### src/rtl/line_rasterizer_assert.svh
// ----------------------------------------------------------------------------
// Line rasteriser assertion macros
// Concurrent assertion shorthands clocked on aclk and disabled during reset.
// ----------------------------------------------------------------------------
`ifndef LINE_RASTERIZER_ASSERT_SVH
`define LINE_RASTERIZER_ASSERT_SVH

// The consequent must hold in the same cycle as the antecedent.
`define LR_ASSERT_SAME(lbl, ante, cons, msg) \
    lbl: assert property (@(posedge aclk) disable iff (!aresetn) (ante) |-> (cons)) \
        else $error(msg);

// The consequent must hold in the cycle after the antecedent.
`define LR_ASSERT_NEXT(lbl, ante, cons, msg) \
    lbl: assert property (@(posedge aclk) disable iff (!aresetn) (ante) |=> (cons)) \
        else $error(msg);

`endif

### src/rtl/lr_pkg.sv
// ----------------------------------------------------------------------------
// Line rasteriser package
// Shared item types, line modes and command/status bundles.
// ----------------------------------------------------------------------------
package lr_pkg;

    localparam int COORD_BITS = 10;
    localparam int COLOR_BITS = 8;

    // Command field encoding.
    localparam logic CMD_START = 1'b0;

    typedef logic [COORD_BITS-1:0] lr_coord_t;
    typedef logic [COLOR_BITS-1:0] lr_color_t;

    typedef enum logic [1:0] {
        MODE_HORIZ   = 2'd0,
        MODE_VERT    = 2'd1,
        MODE_STEEP   = 2'd2,
        MODE_SHALLOW = 2'd3
    } lr_mode_t;

    typedef struct packed {
        logic      command;
        lr_coord_t x_start;
        lr_coord_t y_start;
        lr_coord_t x_end;
        lr_coord_t y_end;
        lr_color_t line_color;
    } lr_in_t;

    typedef struct packed {
        lr_coord_t pixel_x;
        lr_coord_t pixel_y;
        lr_color_t pixel_color;
        logic      pixel_valid;
        logic      last_pixel;
    } lr_out_t;

    // Controller to datapath.
    typedef struct packed {
        logic accept;
        logic div_start;
        logic div_load;
    } lr_cmd_t;

    // Datapath to controller.
    typedef struct packed {
        logic need_div;
        logic div_busy;
    } lr_stat_t;

endpackage

### src/rtl/line_rasterizer.sv
// ----------------------------------------------------------------------------
// Line rasteriser
// A start item loads two endpoints and a colour and gives the first pixel; each
// step item gives the next pixel, with last_pixel marking the endpoint. Step
// items, and starts of horizontal, vertical or exact diagonal lines, are taken
// one per cycle while the receiver keeps the result register free. Any other
// start runs the serial slope divider, one quotient bit per cycle, and the
// input stays not ready until the slope is loaded; the first pixel is already
// in the result register meanwhile. Results sit in a one-deep output register.
// ----------------------------------------------------------------------------
`include "line_rasterizer_assert.svh"

module line_rasterizer
    import lr_pkg::*;
#(
    parameter int FRAC_BITS = 16
) (
    input  logic    aclk,
    input  logic    aresetn,
    input  logic    s_valid,
    output logic    s_ready,
    input  lr_in_t  s_data,
    output logic    m_valid,
    input  logic    m_ready,
    output lr_out_t m_data
);

    lr_cmd_t  cmd;
    lr_stat_t stat;
    logic     idle_zero;

    lr_ctrl u_ctrl (
        .aclk    (aclk),
        .aresetn (aresetn),
        .s_valid (s_valid),
        .s_ready (s_ready),
        .m_valid (m_valid),
        .m_ready (m_ready),
        .stat    (stat),
        .cmd     (cmd)
    );

    lr_datapath #(
        .FRAC_BITS (FRAC_BITS)
    ) u_datapath (
        .aclk    (aclk),
        .aresetn (aresetn),
        .s_data  (s_data),
        .cmd     (cmd),
        .m_data  (m_data),
        .stat    (stat)
    );

    assign idle_zero = (m_data.pixel_x == '0) && (m_data.pixel_y == '0)
                       && (m_data.pixel_color == '0) && !m_data.last_pixel;

    `LR_ASSERT_NEXT(a_div_blocks_input, cmd.div_start, !s_ready, "input ready after a divide start")
    `LR_ASSERT_SAME(a_ready_while_div, stat.div_busy, !s_ready, "input ready while divider runs")
    `LR_ASSERT_SAME(a_idle_zero, m_valid && !m_data.pixel_valid, idle_zero, "idle result not zero")

endmodule

### src/rtl/lr_div.sv
// ----------------------------------------------------------------------------
// Line rasteriser slope divider
// Restoring divider giving numer * 2^FRAC_BITS / denom, one bit per cycle.
// ----------------------------------------------------------------------------
module lr_div
    import lr_pkg::*;
#(
    parameter int FRAC_BITS = 16
) (
    input  logic                 aclk,
    input  logic                 aresetn,
    input  logic                 start,
    input  lr_coord_t            numer,
    input  lr_coord_t            denom,
    output logic                 busy,
    output logic [FRAC_BITS-1:0] quotient
);

    localparam int CNT_W = $clog2(FRAC_BITS + 1);

    logic                 run_reg, run_next;
    logic [CNT_W-1:0]     cnt_reg, cnt_next;
    lr_coord_t            rem_reg, rem_next;
    lr_coord_t            den_reg, den_next;
    logic [FRAC_BITS-1:0] quo_reg, quo_next;

    logic [COORD_BITS:0] trial;
    logic [COORD_BITS:0] diff;
    logic                fits;

    // The numerator is always below the denominator, so the remainder fits
    // the coordinate width and every quotient bit is fractional.
    always_comb begin
        trial = {rem_reg, 1'b0};
        diff  = trial - {1'b0, den_reg};
        fits  = trial >= {1'b0, den_reg};

        run_next = run_reg;
        cnt_next = cnt_reg;
        rem_next = rem_reg;
        den_next = den_reg;
        quo_next = quo_reg;
        if (start) begin
            run_next = 1'b1;
            cnt_next = CNT_W'(FRAC_BITS);
            rem_next = numer;
            den_next = denom;
            quo_next = '0;
        end else if (run_reg) begin
            rem_next = fits ? diff[COORD_BITS-1:0] : trial[COORD_BITS-1:0];
            quo_next = {quo_reg[FRAC_BITS-2:0], fits};
            cnt_next = cnt_reg - CNT_W'(1);
            run_next = cnt_reg != CNT_W'(1);
        end
    end

    always_ff @(posedge aclk) begin
        if (!aresetn) begin
            run_reg <= 1'b0;
        end else begin
            run_reg <= run_next;
        end
    end

    always_ff @(posedge aclk) begin
        cnt_reg <= cnt_next;
        rem_reg <= rem_next;
        den_reg <= den_next;
        quo_reg <= quo_next;
    end

    assign busy     = run_reg;
    assign quotient = quo_reg;

endmodule

### src/rtl/lr_datapath.sv
// ----------------------------------------------------------------------------
// Line rasteriser datapath
// Line set-up, pixel stepping with the error accumulator, and result register.
// ----------------------------------------------------------------------------
module lr_datapath
    import lr_pkg::*;
#(
    parameter int FRAC_BITS = 16
) (
    input  logic     aclk,
    input  logic     aresetn,
    input  lr_in_t   s_data,
    input  lr_cmd_t  cmd,
    output lr_out_t  m_data,
    output lr_stat_t stat
);

    lr_coord_t            cur_x_reg, cur_x_next;
    lr_coord_t            cur_y_reg, cur_y_next;
    logic                 x_neg_reg, x_neg_next;
    lr_coord_t            steps_reg, steps_next;
    logic [FRAC_BITS-1:0] acc_reg, acc_next;
    logic [FRAC_BITS-1:0] estep_reg, estep_next;
    lr_mode_t             mode_reg, mode_next;
    lr_color_t            color_reg, color_next;
    logic                 busy_reg, busy_next;
    lr_out_t              out_reg, out_next;

    // Set-up of a new line.
    logic      swap;
    lr_coord_t x0, y0, x1, y1;
    lr_coord_t dx, dy, major, minor;
    logic      x_neg_s, steep;
    lr_mode_t  mode_s;

    // One pixel step.
    logic [FRAC_BITS-1:0] acc_sum;
    logic                 wrap;
    lr_coord_t            col_step, row_step;
    lr_coord_t            x_st, y_st, steps_st;
    logic [FRAC_BITS-1:0] acc_st;

    logic                 div_busy;
    logic [FRAC_BITS-1:0] quotient;

    always_comb begin
        swap    = s_data.y_start > s_data.y_end;
        x0      = swap ? s_data.x_end   : s_data.x_start;
        y0      = swap ? s_data.y_end   : s_data.y_start;
        x1      = swap ? s_data.x_start : s_data.x_end;
        y1      = swap ? s_data.y_start : s_data.y_end;
        dy      = y1 - y0;
        x_neg_s = x1 < x0;
        dx      = x_neg_s ? x0 - x1 : x1 - x0;
        steep   = dy > dx;
        major   = steep ? dy : dx;
        minor   = steep ? dx : dy;
        priority if (dy == '0) begin
            mode_s = MODE_HORIZ;
        end else if (dx == '0) begin
            mode_s = MODE_VERT;
        end else if (steep) begin
            mode_s = MODE_STEEP;
        end else begin
            mode_s = MODE_SHALLOW;
        end
    end

    // Equal deltas give a slope that truncates to zero, so no divide is run.
    assign stat.need_div = (s_data.command == CMD_START) && (dx != '0) && (dy != '0)
                           && (dx != dy);
    assign stat.div_busy = div_busy;

    always_comb begin
        acc_sum  = acc_reg + estep_reg;
        wrap     = acc_sum <= acc_reg;
        col_step = x_neg_reg ? cur_x_reg - COORD_BITS'(1) : cur_x_reg + COORD_BITS'(1);
        row_step = cur_y_reg + COORD_BITS'(1);
        steps_st = steps_reg - COORD_BITS'(1);
        x_st     = cur_x_reg;
        y_st     = cur_y_reg;
        acc_st   = acc_reg;
        unique case (mode_reg)
            MODE_HORIZ: begin
                x_st = col_step;
            end
            MODE_VERT: begin
                y_st = row_step;
            end
            MODE_STEEP: begin
                acc_st = acc_sum;
                y_st   = row_step;
                if (wrap) begin
                    x_st = col_step;
                end
            end
            MODE_SHALLOW: begin
                acc_st = acc_sum;
                x_st   = col_step;
                if (wrap) begin
                    y_st = row_step;
                end
            end
            default: begin
                x_st = cur_x_reg;
            end
        endcase
    end

    always_comb begin
        cur_x_next = cur_x_reg;
        cur_y_next = cur_y_reg;
        x_neg_next = x_neg_reg;
        steps_next = steps_reg;
        acc_next   = acc_reg;
        estep_next = estep_reg;
        mode_next  = mode_reg;
        color_next = color_reg;
        busy_next  = busy_reg;
        out_next   = out_reg;

        if (cmd.accept) begin
            if (s_data.command == CMD_START) begin
                cur_x_next = x0;
                cur_y_next = y0;
                x_neg_next = x_neg_s;
                steps_next = major;
                acc_next   = '0;
                estep_next = '0;
                mode_next  = mode_s;
                color_next = s_data.line_color;
                busy_next  = major != '0;
                out_next   = '{pixel_x: x0, pixel_y: y0, pixel_color: s_data.line_color,
                               pixel_valid: 1'b1, last_pixel: major == '0};
            end else if (busy_reg) begin
                cur_x_next = x_st;
                cur_y_next = y_st;
                acc_next   = acc_st;
                steps_next = steps_st;
                busy_next  = steps_st != '0;
                out_next   = '{pixel_x: x_st, pixel_y: y_st, pixel_color: color_reg,
                               pixel_valid: 1'b1, last_pixel: steps_st == '0};
            end else begin
                out_next = '0;
            end
        end else if (cmd.div_load) begin
            estep_next = quotient;
        end
    end

    always_ff @(posedge aclk) begin
        if (!aresetn) begin
            busy_reg <= 1'b0;
        end else begin
            busy_reg <= busy_next;
        end
    end

    always_ff @(posedge aclk) begin
        cur_x_reg <= cur_x_next;
        cur_y_reg <= cur_y_next;
        x_neg_reg <= x_neg_next;
        steps_reg <= steps_next;
        acc_reg   <= acc_next;
        estep_reg <= estep_next;
        mode_reg  <= mode_next;
        color_reg <= color_next;
        out_reg   <= out_next;
    end

    assign m_data = out_reg;

    lr_div #(
        .FRAC_BITS (FRAC_BITS)
    ) u_div (
        .aclk     (aclk),
        .aresetn  (aresetn),
        .start    (cmd.div_start),
        .numer    (minor),
        .denom    (major),
        .busy     (div_busy),
        .quotient (quotient)
    );

endmodule

### src/rtl/lr_ctrl.sv
// ----------------------------------------------------------------------------
// Line rasteriser controller
// Handshake control and the wait for the slope divide after a line start.
// ----------------------------------------------------------------------------
module lr_ctrl
    import lr_pkg::*;
(
    input  logic     aclk,
    input  logic     aresetn,
    input  logic     s_valid,
    output logic     s_ready,
    output logic     m_valid,
    input  logic     m_ready,
    input  lr_stat_t stat,
    output lr_cmd_t  cmd
);

    typedef enum logic [1:0] {
        ST_READY = 2'b01,
        ST_DIV   = 2'b10
    } lr_state_t;

    lr_state_t state_reg, state_next;
    logic      m_valid_reg, m_valid_next;
    logic      out_free;

    // The result register takes a new item when empty or being emptied.
    assign out_free = !m_valid_reg || m_ready;
    assign s_ready  = (state_reg == ST_READY) && out_free;

    always_comb begin
        cmd.accept    = s_valid && s_ready;
        cmd.div_start = cmd.accept && stat.need_div;
        cmd.div_load  = (state_reg == ST_DIV) && !stat.div_busy;

        state_next = state_reg;
        unique case (state_reg)
            ST_READY: begin
                if (cmd.div_start) begin
                    state_next = ST_DIV;
                end
            end
            ST_DIV: begin
                if (!stat.div_busy) begin
                    state_next = ST_READY;
                end
            end
            default: begin
                state_next = ST_READY;
            end
        endcase

        m_valid_next = cmd.accept || (m_valid_reg && !m_ready);
    end

    always_ff @(posedge aclk) begin
        if (!aresetn) begin
            state_reg   <= ST_READY;
            m_valid_reg <= 1'b0;
        end else begin
            state_reg   <= state_next;
            m_valid_reg <= m_valid_next;
        end
    end

    assign m_valid = m_valid_reg;

endmodule

### config.mk
export PLATFORM = sky130hd
export DESIGN_NAME = line_rasterizer
export DESIGN_NICKNAME = d
export VERILOG_FILES = /design/src/rtl/lr_pkg.sv /design/src/rtl/line_rasterizer.sv /design/src/rtl/lr_div.sv /design/src/rtl/lr_datapath.sv /design/src/rtl/lr_ctrl.sv
export VERILOG_INCLUDE_DIRS = /design/src /design/src/rtl
export SDC_FILE = /design/constraint.sdc
export NUM_CORES = 1
export LEC_CHECK = 0
export ABC_CLOCK_PERIOD_IN_PS = 9450
export BUFFER_PORTS_ARGS = -buffer_cell sky130_fd_sc_hd__buf_4
export CAP_MARGIN = 0
export CELL_PAD_IN_SITES_DETAIL_PLACEMENT = 1
export CELL_PAD_IN_SITES_GLOBAL_PLACEMENT = 1
export CORE_ASPECT_RATIO = 0.75
export CORE_MARGIN = 1.5
export CORE_UTILIZATION = 48
export CTS_CLUSTER_DIAMETER = 150
export DETAILED_ROUTE_END_ITERATION = 7
export GPL_TIMING_DRIVEN = 0
export PLACE_DENSITY = 0.91
export SLEW_MARGIN = 5
export SYNTH_ARGS = -nofsm -noshare
export SYNTH_HDL_FRONTEND = slang
export SYNTH_SLANG_ARGS = --single-unit
### constraint.sdc
create_clock -name aclk -period 9.45 [get_ports aclk]
set_input_delay 1.4175 -clock aclk [delete_from_list [all_inputs] [get_ports aclk]]
set_output_delay 1.4175 -clock aclk [all_outputs]
set_load 0.02 [all_outputs]
==> Yosys cells after proc, flatten, opt, wreduce, memory -nomap -nowiden <==
Cells that the tools add are included.
{ "classes": {"n_eq_ne": 12, "order_cmp": 5, "n_reduce_logical": 33, "n_addsub": 10, "multipliers": 0, "shift": 0, "div": 0, "bitwise_logic": 1, "mux": 37} }
{ "ops": {"columns": ["op", "n"], "rows": [
  ["$mux W10", 19],
  ["$mux W16", 5],
  ["$mux W30", 2],
  ["$logic_not A10 Y1", 4],
  ["$pmux W10 S2", 2],
  ["$reduce_bool A10 Y1", 4],
  ["$sub A10 B10 Y10", 4],
  ["$add A10 B1 Y10 const B", 2],
  ["$gt A10 B10 Y1", 2],
  ["$sub A10 B1 Y10 const B", 2],
  ["$add A16 B16 Y16", 1],
  ["$le A16 B16 Y1", 1],
  ["$ge A11 B10 Y1", 1],
  ["$lt A10 B10 Y1", 1],
  ["$ne A10 B10 Y1", 1],
  ["$logic_and A1 B1 Y1", 8],
  ["$reduce_and A2 Y1", 4],
  ["$reduce_or A2 Y1", 4],
  ["$eq A2 B2 Y1 const B", 3],
  ["$mux W1", 6],
  ["$ne A2 B2 Y1 const B", 3],
  ["$ne A5 B1 Y1 const B", 1],
  ["$sub A5 B1 Y5 const B", 1],
  ["$eq A2 B1 Y1 const B", 2],
  ["9 further kinds", 15]
]} }
{ "word_totals": {"mem_bits_rw": 0, "latch_bits": 0, "register_bits": 149, "rom_bits": 0, "memories": 0, "inputBits": 53} }

==> Longest topological paths before layout <==
{ "depth": {"ltp_word": 11, "depth_mapped": 31, "ltp_nobuf": 28} }

==> Modules after synthesis <==
A second synthesis with hierarchy kept.
{ "hier_totals": {"hier_cells": 1231, "area_unflattened_um2": 11382.2} }
{ "modules_own_cells": {"columns": ["module", "seq_area_each_um2", "instances", "cells_each", "area_each_um2"], "rows": [
  ["lr_datapath", 3113.0, 1, 1014, 9073.7],
  ["lr_div", 1041.0, 1, 198, 2140.8],
  ["lr_ctrl", 60.1, 1, 19, 167.7]
]} }

==> Least setup slack after synthesis <==
No wires, ideal clock.
{ "synth_timing": {"path_type": "input-to-reg", "start": "in s_data[15] (netlist bit)", "end": "reg u_datapath.out_reg, in the netlist u_datapath.m_data[0], data pin", "required_time_ns": 9.270, "setup_ns": 0.180, "arrival_time_ns": 7.262, "path_stages": 27, "slack_ns": 2.008, "path_cell_list": "inv_1 ha_1 buf_6 and3_1 a221o_1 o21a_1 o21ai_4 buf_8 clkbuf_1 clkbuf_1 a21oi_1 ha_1 a211oi_1 o221a_2 nand4_1 o31a_1 o211ai_1 xnor2_2 ha_1 nand4_1 nor3_1 or4_1 nand2_1 clkbuf_1 a21oi_1 or4_1 o41ai_2"} }
{ "synth_via": {"elab_chain_cells": 8, "elab_cells_between_ends": 14, "classes_between": "add/sub (3); order compare (3); mux (7); reduce/logical (1)"} }
{ "synth_lines": {"columns": ["item", "line", "rtl"], "rows": [
  ["from (decl)", "line_rasterizer.sv:22", "input lr_in_t s_data,"],
  ["$gt A10 B10 Y1", "lr_datapath.sv:47", "swap = s_data.y_start > s_data.y_end;"],
  ["$mux W10 (on tied branches)", "lr_datapath.sv:50, lr_datapath.sv:48", null],
  ["$sub A10 B10 Y10 or $lt A10 B10 Y1 (tied branches)", "lr_datapath.sv:54, lr_datapath.sv:53", null],
  ["$mux W10", "lr_datapath.sv:54", "dx = x_neg_s ? x0 - x1 : x1 - x0;"],
  ["$gt A10 B10 Y1", "lr_datapath.sv:55", "steep = dy > dx;"],
  ["$mux W10 *", "lr_datapath.sv:56", "major = steep ? dy : dx;"],
  ["net u_datapath.major[8]", "lr_datapath.sv:32", "lr_coord_t dx, dy, major, minor;"],
  ["$logic_not A10 Y1 *", "lr_datapath.sv:134", "pixel_valid: 1'b1, last_pixel: major == '0};"],
  ["$mux W30 *", "lr_datapath.sv:123", "if (s_data.command == CMD_START) begin"],
  ["to (signal assigned)", "lr_datapath.sv:168", "out_reg <= out_next;"],
  ["to (decl)", "lr_datapath.sv:27", "lr_out_t out_reg, out_next;"]
]} }
Mark *: on every way through the listed nets, which the timed path passes. The rest lies on a longest branch.
A chain may end at the register's enable or synchronous reset.

==> Worst setup path after layout <==
{ "layout_timing": {"start": "in s_data[13] (netlist bit)", "end": "reg u_datapath.out_reg, in the netlist u_datapath.m_data[0], data pin"} }
Same word-level chain as after synthesis.

==> impl_metrics.json <==
{
  "status": "finished clean",
  "drcViolationCount": 0,
  "hp-class": "flip-flop to flip-flop",
  "die_y_um": 135,
  "synth_edf_count": 123,
  "grt_pass1_wl_mm": 57.7,
  "ir_drop_mv": 0.146,
  "timing.final.ws_setup_ps": 371,
  "drt_iter0_markers": 1040,
  "grt_antenna_before_repair": 0,
  "met1_usage_pct": 41.9,
  "setup_violations": 0,
  "worst_pin_slew_ps": 1210,
  "vias": 10200,
  "design_area_um2": 12700,
  "yosysSeqAreaShare_pct": 37.8,
  "clk_path_buf_depth": 2,
  "rows": 48,
  "max_freq_mhz": 110,
  "yosys_warnings": 0,
  "drive_gt1_share_pct": 11.8,
  "chipWidth_um": 179,
  "cts_resized": 0,
  "max_slew_margin_pct": 19.0,
  "p_leak_nw": 5.25,
  "htree_levels": 4,
  "dp.final_hpwl_mm": 27.4,
  "synth_seq_cells": 149,
  "p_total_mw": 2.75,
  "fin_nets": 1451,
  "place_ws_ps": 256,
  "post-cts-setup-buffers": 0,
  "cp_data_arrival_time_ps": 9280,
  "cp-start-kind": "input port",
  "dieArea_um2": 24100,
  "grt_busiest_layer": "met2",
  "coreArea_um2": 22900,
  "ant_nets": 0,
  "fin_crit_sh_pct": 96.1,
  "grt_max_degree": 33,
  "worstSetupPathType": "input port to flip-flop",
  "placed_area_um2": 12200,
  "power.density_nw_per_um2": 216,
  "cts.sinks": 149,
  "hold_viol": 0,
  "crit_required_ps": 9650,
  "grt-ovfl-total": 0,
  "initial_core_util_pct": 48.7,
  "clkLatencyLatePin_ps": 430,
  "cts_root_buf": "clkbuf_16",
  "asyncSetResetFlopFracSynth_pct": 0,
  "area_growth_pct": 14.0,
  "slowest_delay_ps": 820,
  "synth.distinct_cells": 75,
  "synth_area_um2": 11100,
  "finalClockSkew_ps": 14.4,
  "max_cap_viol_count": 0,
  "rsz0062_at_grt": "no",
  "cp_slowest_cell": "a21oi_1",
  "ys.flop_type": "edfxtp_1",
  "numCtsBuffers": 17,
  "io_buffers": 82,
  "tns_ps": 0,
  "synth_nets": 1349,
  "use_met3_pct": 6.28,
  "use_met2_pct": 50.3,
  "largest_register_ffs": 30,
  "diodes": 0,
  "grt_usage_pct": 31.1,
  "drv_slew": 0,
  "cts_tree": "built",
  "wl_per_cell_um": 22.6,
  "crit_fanout": 10,
  "wirelength_mm": 36.8,
  "ioPinCount": 85,
  "globalplace.congestion": 0.935,
  "grt_pass1_vias": 10400,
  "drtPass1Iterations": 7,
  "end_kind": "flip-flop",
  "syn_inst": 1212,
  "postLayoutCoreUtil_pct": 55.5,
  "viasPerCell": 6.29,
  "clk_pin_slew_ps": 60,
  "final.min_clock_period_ps": 9080,
  "hold_buffers": 0,
  "syn_area_per_cell_um2": 9.19
}
==> final cells by class <==
| cell class | count | area, um2 |
|---|---|---|
| well taps | 300 | 375 |
| fillers | 2641 | 10200 |
| repair buffers | 83 | 643 |
| clock inverters | 14 | 100 |
| clock buffers | 18 | 429 |
| inverters | 95 | 357 |
| flip-flops and latches | 149 | 4210 |
| plain buffers | 49 | 235 |
| multi-input cells | 919 | 6350 |
==> metal layers <==
layer	share of wire, %	vias to the layer above
met5	0	-
met4	2.3	0
met3	8.4	76
met2	47	474
met1	43	5075
li1	-	4606
==> stage by stage <==
stage | instances | hold slack (ps)
floorplan | 1212 | 452
global placement | 1594 | 489
detailed placement | 1595 | 506
CTS | 1627 | 540
global route | 1627 | 551
finish | 1627 | 538
==> cell usage in the layout, fill, tap and decap left out, types with 21 or more instances in the layout <==
cell,count
xor2_1,21
a21oi_1,93
inv_1,93
mux2i_1,43
dfxtp_1,26
nor3_1,24
buf_4,82
nand2b_1,32
xnor2_1,41
and2_1,46
nor2_1,136
ha_1,81
clkbuf_1,34
nand2_1,78
edfxtp_1,123
o21ai_0,38
==> cell families (layout without fill, tap and decap cells) <==
| logic type | after synthesis | after routing | share of synthesized area [%] |
|---|---|---|---|
| xor gates and xnor gates | 63 | 63 | 5.02 |
| DFF | 149 | 149 | 37.8 |
| adders and majority gates | 89 | 89 | 10.1 |
| AOI/OAI and AO/OA | 302 | 302 | 18.7 |
| buffers and inverters | 144 | 259 | 5.31 |
| muxes | 51 | 51 | 4.69 |
| and+or+nand+nor | 414 | 414 | 18.4 |
==> worst max-delay path: cells and delay by family <==
family                   cells  cell delay, ps
AO/OA/AOI/OAI                9            2870
buffers and inverters        7            2070
AND/OR/NAND/NOR              7            1710
adder cells (fa/ha/maj)      3             760
XOR/XNOR                     1             430
==> final timing paths <==
check | from | slack, ps | depth (start not counted) | to
max | s_data[13] | 370 | 27 | u_datapath.m_data[0]$_DFFE_PP_
min | u_datapath.color_reg[1]$_DFFE_PP_ | 540 | 1 | u_datapath.m_data[3]$_DFFE_PP_
max reg2reg | u_datapath.acc_reg[1]$_SDFFCE_PN0P_ | 3330 | 24 | u_datapath.m_data[20]$_DFFE_PP_
min reg2reg | u_datapath.color_reg[1]$_DFFE_PP_ | 540 | 1 | u_datapath.m_data[3]$_DFFE_PP_
==> power breakdown <==
group	switching (mW)	internal [mW]	total (mW)
Clock	0.296	0.337	0.633
Sequential	0.0588	0.841	0.900
Combinational	0.766	0.451	1.22
==> cell usage after synthesis, types with 5 or more instances <==
| cell | n | area share [%] |
|---|---|---|
| nor3_1 | 24 | 1.1 |
| o221ai_1 | 5 | 0.39 |
| ha_1 | 81 | 9.1 |
| o21a_1 | 11 | 0.74 |
| o21bai_1 | 10 | 0.67 |
| inv_1 | 94 | 3.2 |
| a21boi_0 | 6 | 0.40 |
| and3_1 | 15 | 0.84 |
| nor2b_1 | 18 | 1.0 |
| nor4_1 | 12 | 0.67 |
| mux2i_1 | 43 | 3.9 |
| a211oi_1 | 18 | 1.2 |
| xnor2_1 | 41 | 3.2 |
| a311oi_1 | 5 | 0.39 |
| clkbuf_1 | 33 | 1.1 |
| and2_1 | 46 | 2.6 |
| a22o_1 | 17 | 1.3 |
| nand3_1 | 13 | 0.58 |
| o31a_1 | 5 | 0.39 |
| a21o_1 | 16 | 1.1 |
| a221oi_1 | 7 | 0.55 |
| nand2_1 | 78 | 2.6 |
| a21oi_1 | 93 | 4.2 |
| o21ai_0 | 38 | 1.7 |
| a222oi_1 | 6 | 0.54 |
| buf_2 | 8 | 0.36 |
| nand4_1 | 11 | 0.62 |
| edfxtp_1 | 123 | 33 |
| a31oi_1 | 9 | 0.51 |
| nor2_1 | 137 | 4.6 |
| o22ai_1 | 9 | 0.51 |
| a221o_1 | 5 | 0.45 |
| nand2b_1 | 32 | 1.8 |
| dfxtp_1 | 26 | 4.7 |
| or3_1 | 5 | 0.28 |
| xor2_1 | 21 | 1.7 |
| maj3_1 | 5 | 0.45 |
| mux2_2 | 6 | 0.61 |
| o211ai_1 | 6 | 0.40 |
| o21ba_2 | 7 | 0.63 |
Power figures use the tool's default switching activity.
